**src/rtl/core/mbrr_pkg.sv**
```systemverilog
package mbrr_pkg;

  // Size of the register table
  localparam int REGS = 2;
  localparam int IDX_W = (REGS > 1) ? $clog2(REGS) : 1;
  // Data bytes left in a response (two per register)
  localparam int REM_W = $clog2(2 * REGS + 1);

  localparam logic [7:0] ADDR_RESET      = 8'h02;
  localparam logic [7:0] FUNC_READ_HOLD  = 8'h03;
  localparam logic [7:0] FUNC_READ_INPUT = 8'h04;
  localparam logic [7:0] EXC_FLAG        = 8'h80;
  localparam logic [15:0] CRC_INIT       = 16'hFFFF;
  localparam logic [15:0] CRC_POLY       = 16'hA001;

  // Exception codes
  typedef enum logic [1:0] {
    EXC_ILLEGAL_FUNC  = 2'd1,
    EXC_ILLEGAL_ADDR  = 2'd2,
    EXC_ILLEGAL_VALUE = 2'd3
  } exc_code_t;

  // Request byte slots
  typedef enum logic [2:0] {
    REQ_FUNC     = 3'd0,
    REQ_START_HI = 3'd1,
    REQ_START_LO = 3'd2,
    REQ_COUNT_HI = 3'd3,
    REQ_COUNT_LO = 3'd4,
    REQ_CRC_LO   = 3'd5
  } req_slot_t;

  // Source of a transmitted byte
  typedef enum logic [2:0] {
    SEL_ADDR     = 3'd0,
    SEL_FUNC     = 3'd1,
    SEL_CNT      = 3'd2,
    SEL_DATA     = 3'd3,
    SEL_CRC_LO   = 3'd4,
    SEL_CRC_HI   = 3'd5,
    SEL_EXC_FUNC = 3'd6,
    SEL_EXC_CODE = 3'd7
  } tx_sel_t;

  typedef enum logic [3:0] {
    ST_IDLE,
    ST_FUNC,
    ST_START_HI,
    ST_START_LO,
    ST_COUNT_HI,
    ST_COUNT_LO,
    ST_CRC_LO,
    ST_CRC_HI,
    ST_TX_ADDR,
    ST_TX_FUNC,
    ST_TX_CNT,
    ST_TX_DATA,
    ST_TX_CRC_LO,
    ST_TX_CRC_HI,
    ST_TX_EXC_FUNC,
    ST_TX_EXC_CODE
  } state_t;

  // Controller to datapath
  typedef struct packed {
    logic      tbl_wr;
    logic      req_wr;
    req_slot_t req_slot;
    logic      crc_start;
    logic      crc_feed;
    logic      set_code;
    exc_code_t code;
    logic      start_tx;
    logic      load;
    tx_sel_t   sel;
    logic      last;
  } dp_cmd_t;

  // Datapath to controller
  typedef struct packed {
    logic addr_match;
    logic func_ok;
    logic crc_ok;
    logic start_bad;
    logic count_bad;
    logic data_last;
    logic out_free;
  } dp_stat_t;

  // CRC-16/Modbus update over one byte, reflected
  function automatic logic [15:0] crc_feed(input logic [15:0] crc, input logic [7:0] b);
    logic [15:0] c;
    c = crc ^ {8'h00, b};
    for (int k = 0; k < 8; k++) begin
      if (c[0]) begin
        c = (c >> 1) ^ CRC_POLY;
      end else begin
        c = c >> 1;
      end
    end
    return c;
  endfunction

endpackage

```
**src/rtl/core/modbus_rtu_read_register_responder_top.sv**
```systemverilog
// Read-register responder for an RTU-style serial bus (functions 3 and 4).
// in_*  : one request per transfer. in_tuser = 0 carries a received serial byte
//         in in_tdata[7:0]; in_tuser = 1 writes in_tdata[24:9] into data
//         register in_tdata[8].
// out_* : one transmitted byte per transfer, out_tlast on the final byte of a
//         response or exception.
// cfg_* : writes the slave address; write it only while the block is idle.
// Response: once the request that completes a frame is accepted, the state
// register enters the transmit states and the first byte is loaded into the
// output register, then one byte per cycle while out_tready is high,
// 5 + 2*count bytes for a response, 2 bytes for an exception. A request that
// causes no response keeps in_tready high. in_tready is low while the transmit
// sequencer walks a response; it is high again as soon as the last byte sits
// in the output register, so the next request is taken while that byte waits.
// Reset (rst_n low, synchronous): idle frame state, slave address 2, register
// table zero, output empty.
// A stalled receiver holds the output register and pauses the sequencer.
module modbus_rtu_read_register_responder_top
  import mbrr_pkg::*;
(
  input  logic        clk,
  input  logic        rst_n,
  input  logic        in_tvalid,
  output logic        in_tready,
  input  logic [31:0] in_tdata,   // [7:0] rx_byte, [8] reg_index, [24:9] reg_value
  input  logic        in_tuser,   // [0] op
  output logic        out_tvalid,
  input  logic        out_tready,
  output logic [7:0]  out_tdata,  // [7:0] tx_byte
  output logic        out_tlast,
  input  logic        cfg_valid,
  output logic        cfg_ready,
  input  logic [7:0]  cfg_data    // [7:0] station_addr
);

  dp_cmd_t  cmd;
  dp_stat_t stat;

  assign cfg_ready = 1'b1;

  mbrr_ctrl u_ctrl (
    .clk       (clk),
    .rst_n     (rst_n),
    .in_tvalid (in_tvalid),
    .in_op     (in_tuser),
    .in_tready (in_tready),
    .stat      (stat),
    .cmd       (cmd)
  );

  mbrr_dp u_dp (
    .clk       (clk),
    .rst_n     (rst_n),
    .cmd       (cmd),
    .stat      (stat),
    .rx_byte   (in_tdata[7:0]),
    .reg_index (in_tdata[8]),
    .reg_value (in_tdata[24:9]),
    .cfg_wr    (cfg_valid && cfg_ready),
    .cfg_data  (cfg_data),
    .out_valid (out_tvalid),
    .out_ready (out_tready),
    .out_byte  (out_tdata),
    .out_last  (out_tlast)
  );

  // Only an accepted serial byte can start a response
  a_ready_fall: assert property (@(posedge clk) disable iff (!rst_n)
    $fell(in_tready) |-> $past(in_tvalid && in_tready && !in_tuser))
    else $error("in_tready dropped without an accepted serial byte");

  // Requests resume only once the final byte is loaded
  a_ready_rise: assert property (@(posedge clk) disable iff (!rst_n)
    ($past(rst_n) && $rose(in_tready)) |-> (out_tvalid && out_tlast))
    else $error("in_tready returned before the final byte was loaded");

  // A stalled byte stays put until it is taken
  a_hold_stalled: assert property (@(posedge clk) disable iff (!rst_n)
    (out_tvalid && !out_tready) |=>
      (out_tvalid && $stable(out_tdata) && $stable(out_tlast)))
    else $error("output changed while stalled");

  // Reset empties the output register
  a_reset_out: assert property (@(posedge clk)
    !rst_n |=> !out_tvalid)
    else $error("output valid after reset");

endmodule

```
**src/rtl/core/mbrr_ctrl.sv**
```systemverilog
module mbrr_ctrl
  import mbrr_pkg::*;
(
  input  logic     clk,
  input  logic     rst_n,
  input  logic     in_tvalid,
  input  logic     in_op,
  output logic     in_tready,
  input  dp_stat_t stat,
  output dp_cmd_t  cmd
);

  state_t state_r, state_nxt;
  logic   rx_byte_fire;

  // State register
  always_ff @(posedge clk) begin
    if (!rst_n) begin
      state_r <= ST_IDLE;
    end else begin
      state_r <= state_nxt;
    end
  end

  // Receive states take requests; transmit states walk the response
  always_comb begin
    state_nxt    = state_r;
    cmd          = '0;
    cmd.req_slot = REQ_FUNC;
    cmd.code     = EXC_ILLEGAL_FUNC;
    cmd.sel      = SEL_ADDR;
    in_tready    = 1'b0;
    rx_byte_fire = 1'b0;

    unique case (state_r)
      ST_IDLE, ST_FUNC, ST_START_HI, ST_START_LO,
      ST_COUNT_HI, ST_COUNT_LO, ST_CRC_LO, ST_CRC_HI: begin
        in_tready    = 1'b1;
        cmd.tbl_wr   = in_tvalid && in_op;
        rx_byte_fire = in_tvalid && !in_op;
      end
      default: begin
        in_tready = 1'b0;
      end
    endcase

    unique case (state_r)
      ST_IDLE: begin
        if (rx_byte_fire && stat.addr_match) begin
          cmd.crc_start = 1'b1;
          state_nxt     = ST_FUNC;
        end
      end
      ST_FUNC: begin
        if (rx_byte_fire) begin
          cmd.req_wr   = 1'b1;
          cmd.req_slot = REQ_FUNC;
          if (stat.func_ok) begin
            cmd.crc_feed = 1'b1;
            state_nxt    = ST_START_HI;
          end else begin
            cmd.set_code = 1'b1;
            cmd.code     = EXC_ILLEGAL_FUNC;
            state_nxt    = ST_TX_EXC_FUNC;
          end
        end
      end
      ST_START_HI: begin
        if (rx_byte_fire) begin
          cmd.req_wr   = 1'b1;
          cmd.req_slot = REQ_START_HI;
          cmd.crc_feed = 1'b1;
          state_nxt    = ST_START_LO;
        end
      end
      ST_START_LO: begin
        if (rx_byte_fire) begin
          cmd.req_wr   = 1'b1;
          cmd.req_slot = REQ_START_LO;
          cmd.crc_feed = 1'b1;
          state_nxt    = ST_COUNT_HI;
        end
      end
      ST_COUNT_HI: begin
        if (rx_byte_fire) begin
          cmd.req_wr   = 1'b1;
          cmd.req_slot = REQ_COUNT_HI;
          cmd.crc_feed = 1'b1;
          state_nxt    = ST_COUNT_LO;
        end
      end
      ST_COUNT_LO: begin
        if (rx_byte_fire) begin
          cmd.req_wr   = 1'b1;
          cmd.req_slot = REQ_COUNT_LO;
          cmd.crc_feed = 1'b1;
          state_nxt    = ST_CRC_LO;
        end
      end
      ST_CRC_LO: begin
        if (rx_byte_fire) begin
          cmd.req_wr   = 1'b1;
          cmd.req_slot = REQ_CRC_LO;
          state_nxt    = ST_CRC_HI;
        end
      end
      ST_CRC_HI: begin
        // Check the frame; a bad CRC is dropped silently
        if (rx_byte_fire) begin
          priority if (!stat.crc_ok) begin
            state_nxt = ST_IDLE;
          end else if (stat.start_bad) begin
            cmd.set_code = 1'b1;
            cmd.code     = EXC_ILLEGAL_ADDR;
            state_nxt    = ST_TX_EXC_FUNC;
          end else if (stat.count_bad) begin
            cmd.set_code = 1'b1;
            cmd.code     = EXC_ILLEGAL_VALUE;
            state_nxt    = ST_TX_EXC_FUNC;
          end else begin
            cmd.start_tx = 1'b1;
            state_nxt    = ST_TX_ADDR;
          end
        end
      end
      ST_TX_ADDR: begin
        cmd.sel = SEL_ADDR;
        if (stat.out_free) begin
          cmd.load  = 1'b1;
          state_nxt = ST_TX_FUNC;
        end
      end
      ST_TX_FUNC: begin
        cmd.sel = SEL_FUNC;
        if (stat.out_free) begin
          cmd.load  = 1'b1;
          state_nxt = ST_TX_CNT;
        end
      end
      ST_TX_CNT: begin
        cmd.sel = SEL_CNT;
        if (stat.out_free) begin
          cmd.load  = 1'b1;
          state_nxt = ST_TX_DATA;
        end
      end
      ST_TX_DATA: begin
        cmd.sel = SEL_DATA;
        if (stat.out_free) begin
          cmd.load = 1'b1;
          if (stat.data_last) begin
            state_nxt = ST_TX_CRC_LO;
          end
        end
      end
      ST_TX_CRC_LO: begin
        cmd.sel = SEL_CRC_LO;
        if (stat.out_free) begin
          cmd.load  = 1'b1;
          state_nxt = ST_TX_CRC_HI;
        end
      end
      ST_TX_CRC_HI: begin
        cmd.sel  = SEL_CRC_HI;
        cmd.last = 1'b1;
        if (stat.out_free) begin
          cmd.load  = 1'b1;
          state_nxt = ST_IDLE;
        end
      end
      ST_TX_EXC_FUNC: begin
        cmd.sel = SEL_EXC_FUNC;
        if (stat.out_free) begin
          cmd.load  = 1'b1;
          state_nxt = ST_TX_EXC_CODE;
        end
      end
      ST_TX_EXC_CODE: begin
        cmd.sel  = SEL_EXC_CODE;
        cmd.last = 1'b1;
        if (stat.out_free) begin
          cmd.load  = 1'b1;
          state_nxt = ST_IDLE;
        end
      end
    endcase
  end

endmodule

```
**src/rtl/core/mbrr_dp.sv**
```systemverilog
module mbrr_dp
  import mbrr_pkg::*;
(
  input  logic        clk,
  input  logic        rst_n,
  input  dp_cmd_t     cmd,
  output dp_stat_t    stat,
  input  logic [7:0]  rx_byte,
  input  logic        reg_index,
  input  logic [15:0] reg_value,
  input  logic        cfg_wr,
  input  logic [7:0]  cfg_data,
  output logic        out_valid,
  input  logic        out_ready,
  output logic [7:0]  out_byte,
  output logic        out_last
);

  logic [7:0]       slave_addr_r;
  logic [15:0]      tbl_r [REGS];
  logic [7:0]       req_r [6];
  logic [15:0]      rx_crc_r;
  logic [15:0]      tx_crc_r;
  exc_code_t        code_r;
  logic [IDX_W-1:0] rp_r;
  logic             hi_r;
  logic [REM_W-1:0] rem_r;
  logic             out_valid_r;
  logic [7:0]       out_byte_r;
  logic             out_last_r;

  logic [15:0]      start_w;
  logic [15:0]      count_w;
  logic [15:0]      rd_word;
  logic [7:0]       tx_byte;
  logic [IDX_W-1:0] wr_idx;

  assign start_w = {req_r[REQ_START_HI], req_r[REQ_START_LO]};
  assign count_w = {req_r[REQ_COUNT_HI], req_r[REQ_COUNT_LO]};
  assign wr_idx  = IDX_W'(reg_index);
  assign rd_word = tbl_r[rp_r];

  // Status toward the controller
  always_comb begin
    stat.addr_match = (rx_byte == slave_addr_r);
    stat.func_ok    = (rx_byte == FUNC_READ_HOLD) || (rx_byte == FUNC_READ_INPUT);
    stat.crc_ok     = ({rx_byte, req_r[REQ_CRC_LO]} == rx_crc_r);
    stat.start_bad  = (start_w >= 16'(REGS));
    stat.count_bad  = (count_w == 16'd0) ||
                      (({1'b0, start_w} + {1'b0, count_w}) > 17'(REGS));
    stat.data_last  = (rem_r == REM_W'(1));
    stat.out_free   = !out_valid_r || out_ready;
  end

  // Slave address register
  always_ff @(posedge clk) begin
    if (!rst_n) begin
      slave_addr_r <= ADDR_RESET;
    end else if (cfg_wr) begin
      slave_addr_r <= cfg_data;
    end
  end

  // Register table, cleared at reset
  always_ff @(posedge clk) begin
    if (!rst_n) begin
      for (int i = 0; i < REGS; i++) begin
        tbl_r[i] <= '0;
      end
    end else if (cmd.tbl_wr && (32'(reg_index) < REGS)) begin
      tbl_r[wr_idx] <= reg_value;
    end
  end

  // Request bytes
  always_ff @(posedge clk) begin
    if (cmd.req_wr) begin
      req_r[cmd.req_slot] <= rx_byte;
    end
  end

  // Receive CRC
  always_ff @(posedge clk) begin
    if (!rst_n) begin
      rx_crc_r <= CRC_INIT;
    end else if (cmd.crc_start) begin
      rx_crc_r <= crc_feed(CRC_INIT, rx_byte);
    end else if (cmd.crc_feed) begin
      rx_crc_r <= crc_feed(rx_crc_r, rx_byte);
    end
  end

  // Exception code
  always_ff @(posedge clk) begin
    if (cmd.set_code) begin
      code_r <= cmd.code;
    end
  end

  // Byte select for the transmit side
  always_comb begin
    unique case (cmd.sel)
      SEL_ADDR:     tx_byte = slave_addr_r;
      SEL_FUNC:     tx_byte = req_r[REQ_FUNC];
      SEL_CNT:      tx_byte = {req_r[REQ_COUNT_LO][6:0], 1'b0};
      SEL_DATA:     tx_byte = hi_r ? rd_word[15:8] : rd_word[7:0];
      SEL_CRC_LO:   tx_byte = tx_crc_r[7:0];
      SEL_CRC_HI:   tx_byte = tx_crc_r[15:8];
      SEL_EXC_FUNC: tx_byte = req_r[REQ_FUNC] | EXC_FLAG;
      SEL_EXC_CODE: tx_byte = {6'd0, code_r};
      default:      tx_byte = 8'h00;
    endcase
  end

  // Transmit CRC and register walk
  always_ff @(posedge clk) begin
    if (cmd.start_tx) begin
      rp_r  <= start_w[IDX_W-1:0];
      hi_r  <= 1'b1;
      rem_r <= REM_W'({count_w, 1'b0});
    end else if (cmd.load && (cmd.sel == SEL_DATA)) begin
      hi_r  <= !hi_r;
      rem_r <= rem_r - REM_W'(1);
      if (!hi_r) begin
        rp_r <= rp_r + IDX_W'(1);
      end
    end
    if (cmd.load) begin
      if (cmd.sel == SEL_ADDR) begin
        tx_crc_r <= crc_feed(CRC_INIT, tx_byte);
      end else if ((cmd.sel == SEL_FUNC) || (cmd.sel == SEL_CNT) ||
                   (cmd.sel == SEL_DATA)) begin
        tx_crc_r <= crc_feed(tx_crc_r, tx_byte);
      end
    end
  end

  // Output register
  always_ff @(posedge clk) begin
    if (!rst_n) begin
      out_valid_r <= 1'b0;
    end else if (cmd.load) begin
      out_valid_r <= 1'b1;
    end else if (out_ready) begin
      out_valid_r <= 1'b0;
    end
  end

  always_ff @(posedge clk) begin
    if (cmd.load) begin
      out_byte_r <= tx_byte;
      out_last_r <= cmd.last;
    end
  end

  assign out_valid = out_valid_r;
  assign out_byte  = out_byte_r;
  assign out_last  = out_last_r;

endmodule

```
**config.mk**
```make
export PLATFORM = sky130hd
export DESIGN_NAME = modbus_rtu_read_register_responder_top
export DESIGN_NICKNAME = d
export VERILOG_FILES = /design/src/rtl/core/mbrr_pkg.sv /design/src/rtl/core/modbus_rtu_read_register_responder_top.sv /design/src/rtl/core/mbrr_ctrl.sv /design/src/rtl/core/mbrr_dp.sv
export SDC_FILE = /design/constraint.sdc
export NUM_CORES = 1
export LEC_CHECK = 0
export BUFFER_PORTS_ARGS = -buffer_cell sky130_fd_sc_hd__buf_2
export CAP_MARGIN = 5
export CORE_MARGIN = 8
export CORE_UTILIZATION = 47
export DETAILED_ROUTE_END_ITERATION = 8
export GPL_TIMING_DRIVEN = 1
export MAX_ROUTING_LAYER = met4
export PLACE_DENSITY_LB_ADDON = 0.3
export SLEW_MARGIN = 10
export SYNTH_ARGS = -nofsm -noshare
export SYNTH_HDL_FRONTEND = slang
export SYNTH_SLANG_ARGS = --single-unit
```
**constraint.sdc**
```tcl
create_clock -name clk -period 3.3 [get_ports clk]
set_input_delay 0.165 -clock clk [delete_from_list [all_inputs] [get_ports clk]]
set_output_delay 0.165 -clock clk [all_outputs]
set_load 0.02 [all_outputs]
```
==> impl_metrics.yaml <==
floorplanning:
  die-area_mm2: 0.02202
  floorplan.initialDensity_pct: 47.79
  fp.dieH_um: 148.4
  num_io_pins: 58
  core.rowCount: 48
  core_mm2: 0.01724
  die_w_um: 148.4
worst_setup_path:
  max_stage_delay_ns: 0.53
  worstReg2RegStart: "u_dp.req_r[4][0]"
  cp.required_ns: 3.47
  reg2reg_depth: 12
  slowest_stage: "fa_1"
  path_max_fanout: 7
  critPathTopFamily: "compound AO/OA/AOI/OAI gates"
  cp_cell_sequence: "ha_2 > inv_2 > fa_1 > nor2b_1 > a2111o_1 > nor4_2 > o211ai_1 > a2111oi_2 > o2111ai_1 > or4b_1 > buf_6 > mux2i_1"
  start_kind: "flop"
  regToRegEndpoint: "u_dp.rp_r"
  r2r_setup_slack_ns: -0.14
  crit_type: "flop to flop"
  cp_num_buf_inv: 2
  crit_arrival_ns: 3.61
  end_kind: "flop"
logic_synthesis:
  synthFlopType: "edfxtp_1"
  synth-adder-area-share_pct: 3.889
  syn_area_per_cell_um2: 11.03
  synth-seq-cells: 142
  yosysWarnings: 0
  syn_nets: 818
  synthXorXnorAreaFrac_pct: 11.06
  synth_top_family_by_area: "simple AND/OR/NAND/NOR gates"
  yosysUniqueCellTypes: 82
  synth_edf_count: 110
  yosys-top-cells-area: "edfxtp_1 (40%), dfxtp_1 (7.8%), xnor2_1 (6.7%)"
  synth_top_area_share_pct: 40.10
  synth-compound-area-share_pct: 12.18
  yosysMostFrequentCell: "edfxtp_1"
  synth_top_area_cell: "edfxtp_1"
  seq_area_frac_synth_pct: 47.88
  synthCells: 747
  syn-cell-area_mm2: 0.008237
  synthArstFlopShare_pct: 0
  synthTopCellsByCount: "edfxtp_1 (110), xnor2_1 (63), nand2_1 (53)"
  synth_simple_gate_area_share_pct: 14.93
  synth.area.mux_share_pct: 5.848
routing:
  post_drt_wl_per_cell_um: 19.30
  first_iter_violations: 497
  final_antenna_net_count: 0
  via_per_inst: 5.692
  drc: 0
  dr.pass1.iters: 5
  totalWireLength_um: 20870
  dr_total_vias: 6153
finish:
  area_growth_pct: 18.46
  fin_util_pct: 56.61
  drive_gt1_share_pct: 21.50
  antenna_cells: 0
  nets: 914
  num-fill-cells: 1437
worst_hold_path:
  hold_end: "u_dp.slave_addr_r[6]"
  min_path_cells: 3
  hp-start: "cfg_data[6]"
  min_path_type: "input port to flop"
timing:
  rsz0062_at_grt: "yes"
  setup_viol: 13
  relSlewSlack_pct: 43.49
  drv_slew: 0
  hold_viol: 0
  finClkSkew_ns: 0.01034
  post-route-period-util_pct: 104.2
  fmax_mhz: 290.9
  min_period_ns: 3.437
  tightest_slew_ns: 0.8446
  finalWorstSetupSlack_ns: -0.1372
job:
  drv_cap: 0
clocking:
  worst_skew_pair.late_latency_ns: 0.43
  cts-root-buf: "clkbuf_16"
  htreeDepth: 4
  clock_path_buffers: 2
  cts_tree: "yes"
  numCtsBuffers: 17
  cts_sinks: 142
  clkSlewWorstSetupHoldPaths_ns: 0.06
power_and_ir_drop:
  p_leak_nw: 3.638
  power_density_mw_per_mm2: 425.4
  ir_worst_vdd_mv: 0.3264
  fin_total_pwr_mw: 4.151
run_status:
  violations: "negative setup slack"
  status: "finished, violations left"
global_route:
  grt_util_all_layers_pct: 19.98
  grt_pass1_wl_um: 33340
  grt_max_degree: 28
  overflow: 0
  grt_pass1_vias: 6261
  antenna_found_initial: 0
placement:
  port-buffer-count: 49
  dp_slack_ns: -0.2341
  gp_congestion: 0.9358
  dp_hpwl_um: 15680
-- stage by stage --
stage               setup TNS (ns)  instance area (um^2)  instances  hold slack, ns
floorplan                        0                  8238        747          0.2639
detailed placement          -1.320                  9009       1040          0.3971
finish                      -1.041                  9757       1081         0.01294
global placement           -0.4746                  9009       1040          0.3847
global route                -3.099                  9757       1081         0.01409
CTS                        -0.2972                  9693       1079        0.001604
-- kinds of logic (layout without fill, tap and decap cells) --
| kind of cell | count (synthesis) | after routing |
|---|---|---|
| multiplexers | 37 | 37 |
| other | 1 | 1 |
| buffers and inverters | 76 | 185 |
| adder cells (fa/ha/maj) | 25 | 25 |
| AND/OR/NAND/NOR | 233 | 233 |
| AO/OA/AOI/OAI | 138 | 138 |
| flip-flops | 142 | 142 |
| XOR/XNOR | 95 | 95 |
-- flip-flops by register name (all words and copies together) (netlist names), named ones only --
signal,count
u_dp.req_r,48
u_dp.tbl_r,32
u_dp.slave_addr_r,8
u_dp.hi_r,1
u_dp.rem_r,3
u_dp.out_byte,8
u_dp.rx_crc_r,16
u_dp.out_last,1
u_dp.code_r,2
u_ctrl.state_r,4
u_dp.tx_crc_r,16
u_dp.rp_r,1
u_dp.out_valid,1
-- layout make-up --
type                    instances  area (um^2)  share of cell area (%)
multi-input cells             529         4030                   41.31
flip-flops and latches        142         3944                   40.42
repair buffers                118        782.0                   8.015
clock buffers                  17        425.4                   4.360
well taps                     225        281.5                   2.885
clock inverters                15        162.7                   1.667
inverters                      35        131.4                   1.346
-- worst min-delay path, stage by stage --
cell     delay, ns
buf_2         0.08
mux2i_1       0.06
nor2b_1       0.10
-- power by group --
group / total (mW) / switching (mW) / internal (mW)
combinational: 0.302 / 0.157 / 0.145
clock: 1.88 / 0.762 / 1.12
sequential: 1.97 / 0.0126 / 1.96
total: 4.15 / 0.932 / 3.22
-- per-layer routing --
layer / share of wire, % / vias up / GRT usage, %
met3: 4.7 / 30 / 2.704
met2: 50 / 223 / 32.65
li1: - / 2914 / -
met5: 0 / - / -
met4: 1.9 / 0 / 8.312
met1: 43 / 2986 / 24.61
-- worst max path at each step --
stage / startpoint / to / slack, ns / cells past startpoint
final: u_dp.req_r[4][0] / u_dp.rp_r / -0.14 / 12
after global routing: u_dp.req_r[4][0] / u_dp.rp_r / -0.29 / 12
after CTS: u_dp.req_r[4][0] / u_dp.rp_r / -0.07 / 12
after detailed placement: u_dp.req_r[4][0] / u_dp.rem_r[1] / -0.23 / 12
after global placement: u_dp.req_r[4][0] / u_dp.rem_r[1] / -0.12 / 12
after floorplan: u_dp.req_r[4][0] / u_dp.rem_r[1] / 0.006 / 12
-- layout by cell type, fill, tap and decap left out, types with 8 or more instances in the layout --
master	n
nor2_1	42
clkbuf_16	17
nand3_1	8
xnor2_1	63
edfxtp_1	110
dfxtp_1	32
o22ai_1	9
and2_1	35
nand2b_1	19
nor2b_1	18
buf_4	62
nand4_1	15
buf_2	49
nor4_1	14
a21oi_1	26
nand2_1	52
xor2_1	25
inv_1	31
o211ai_1	9
mux2i_1	26
o21ai_0	17
ha_1	23
-- timing repair --
action                                  4_1_cts  5_1_grt
hold buffers                                  6        0
pin swaps                                     1        9
gates resized for setup                       9        8
setup buffers                                 1        2
endpoints found under the setup margin        8       14
endpoints found under the hold margin         6        0
Note: power is estimated with default switching activity, not from simulation.
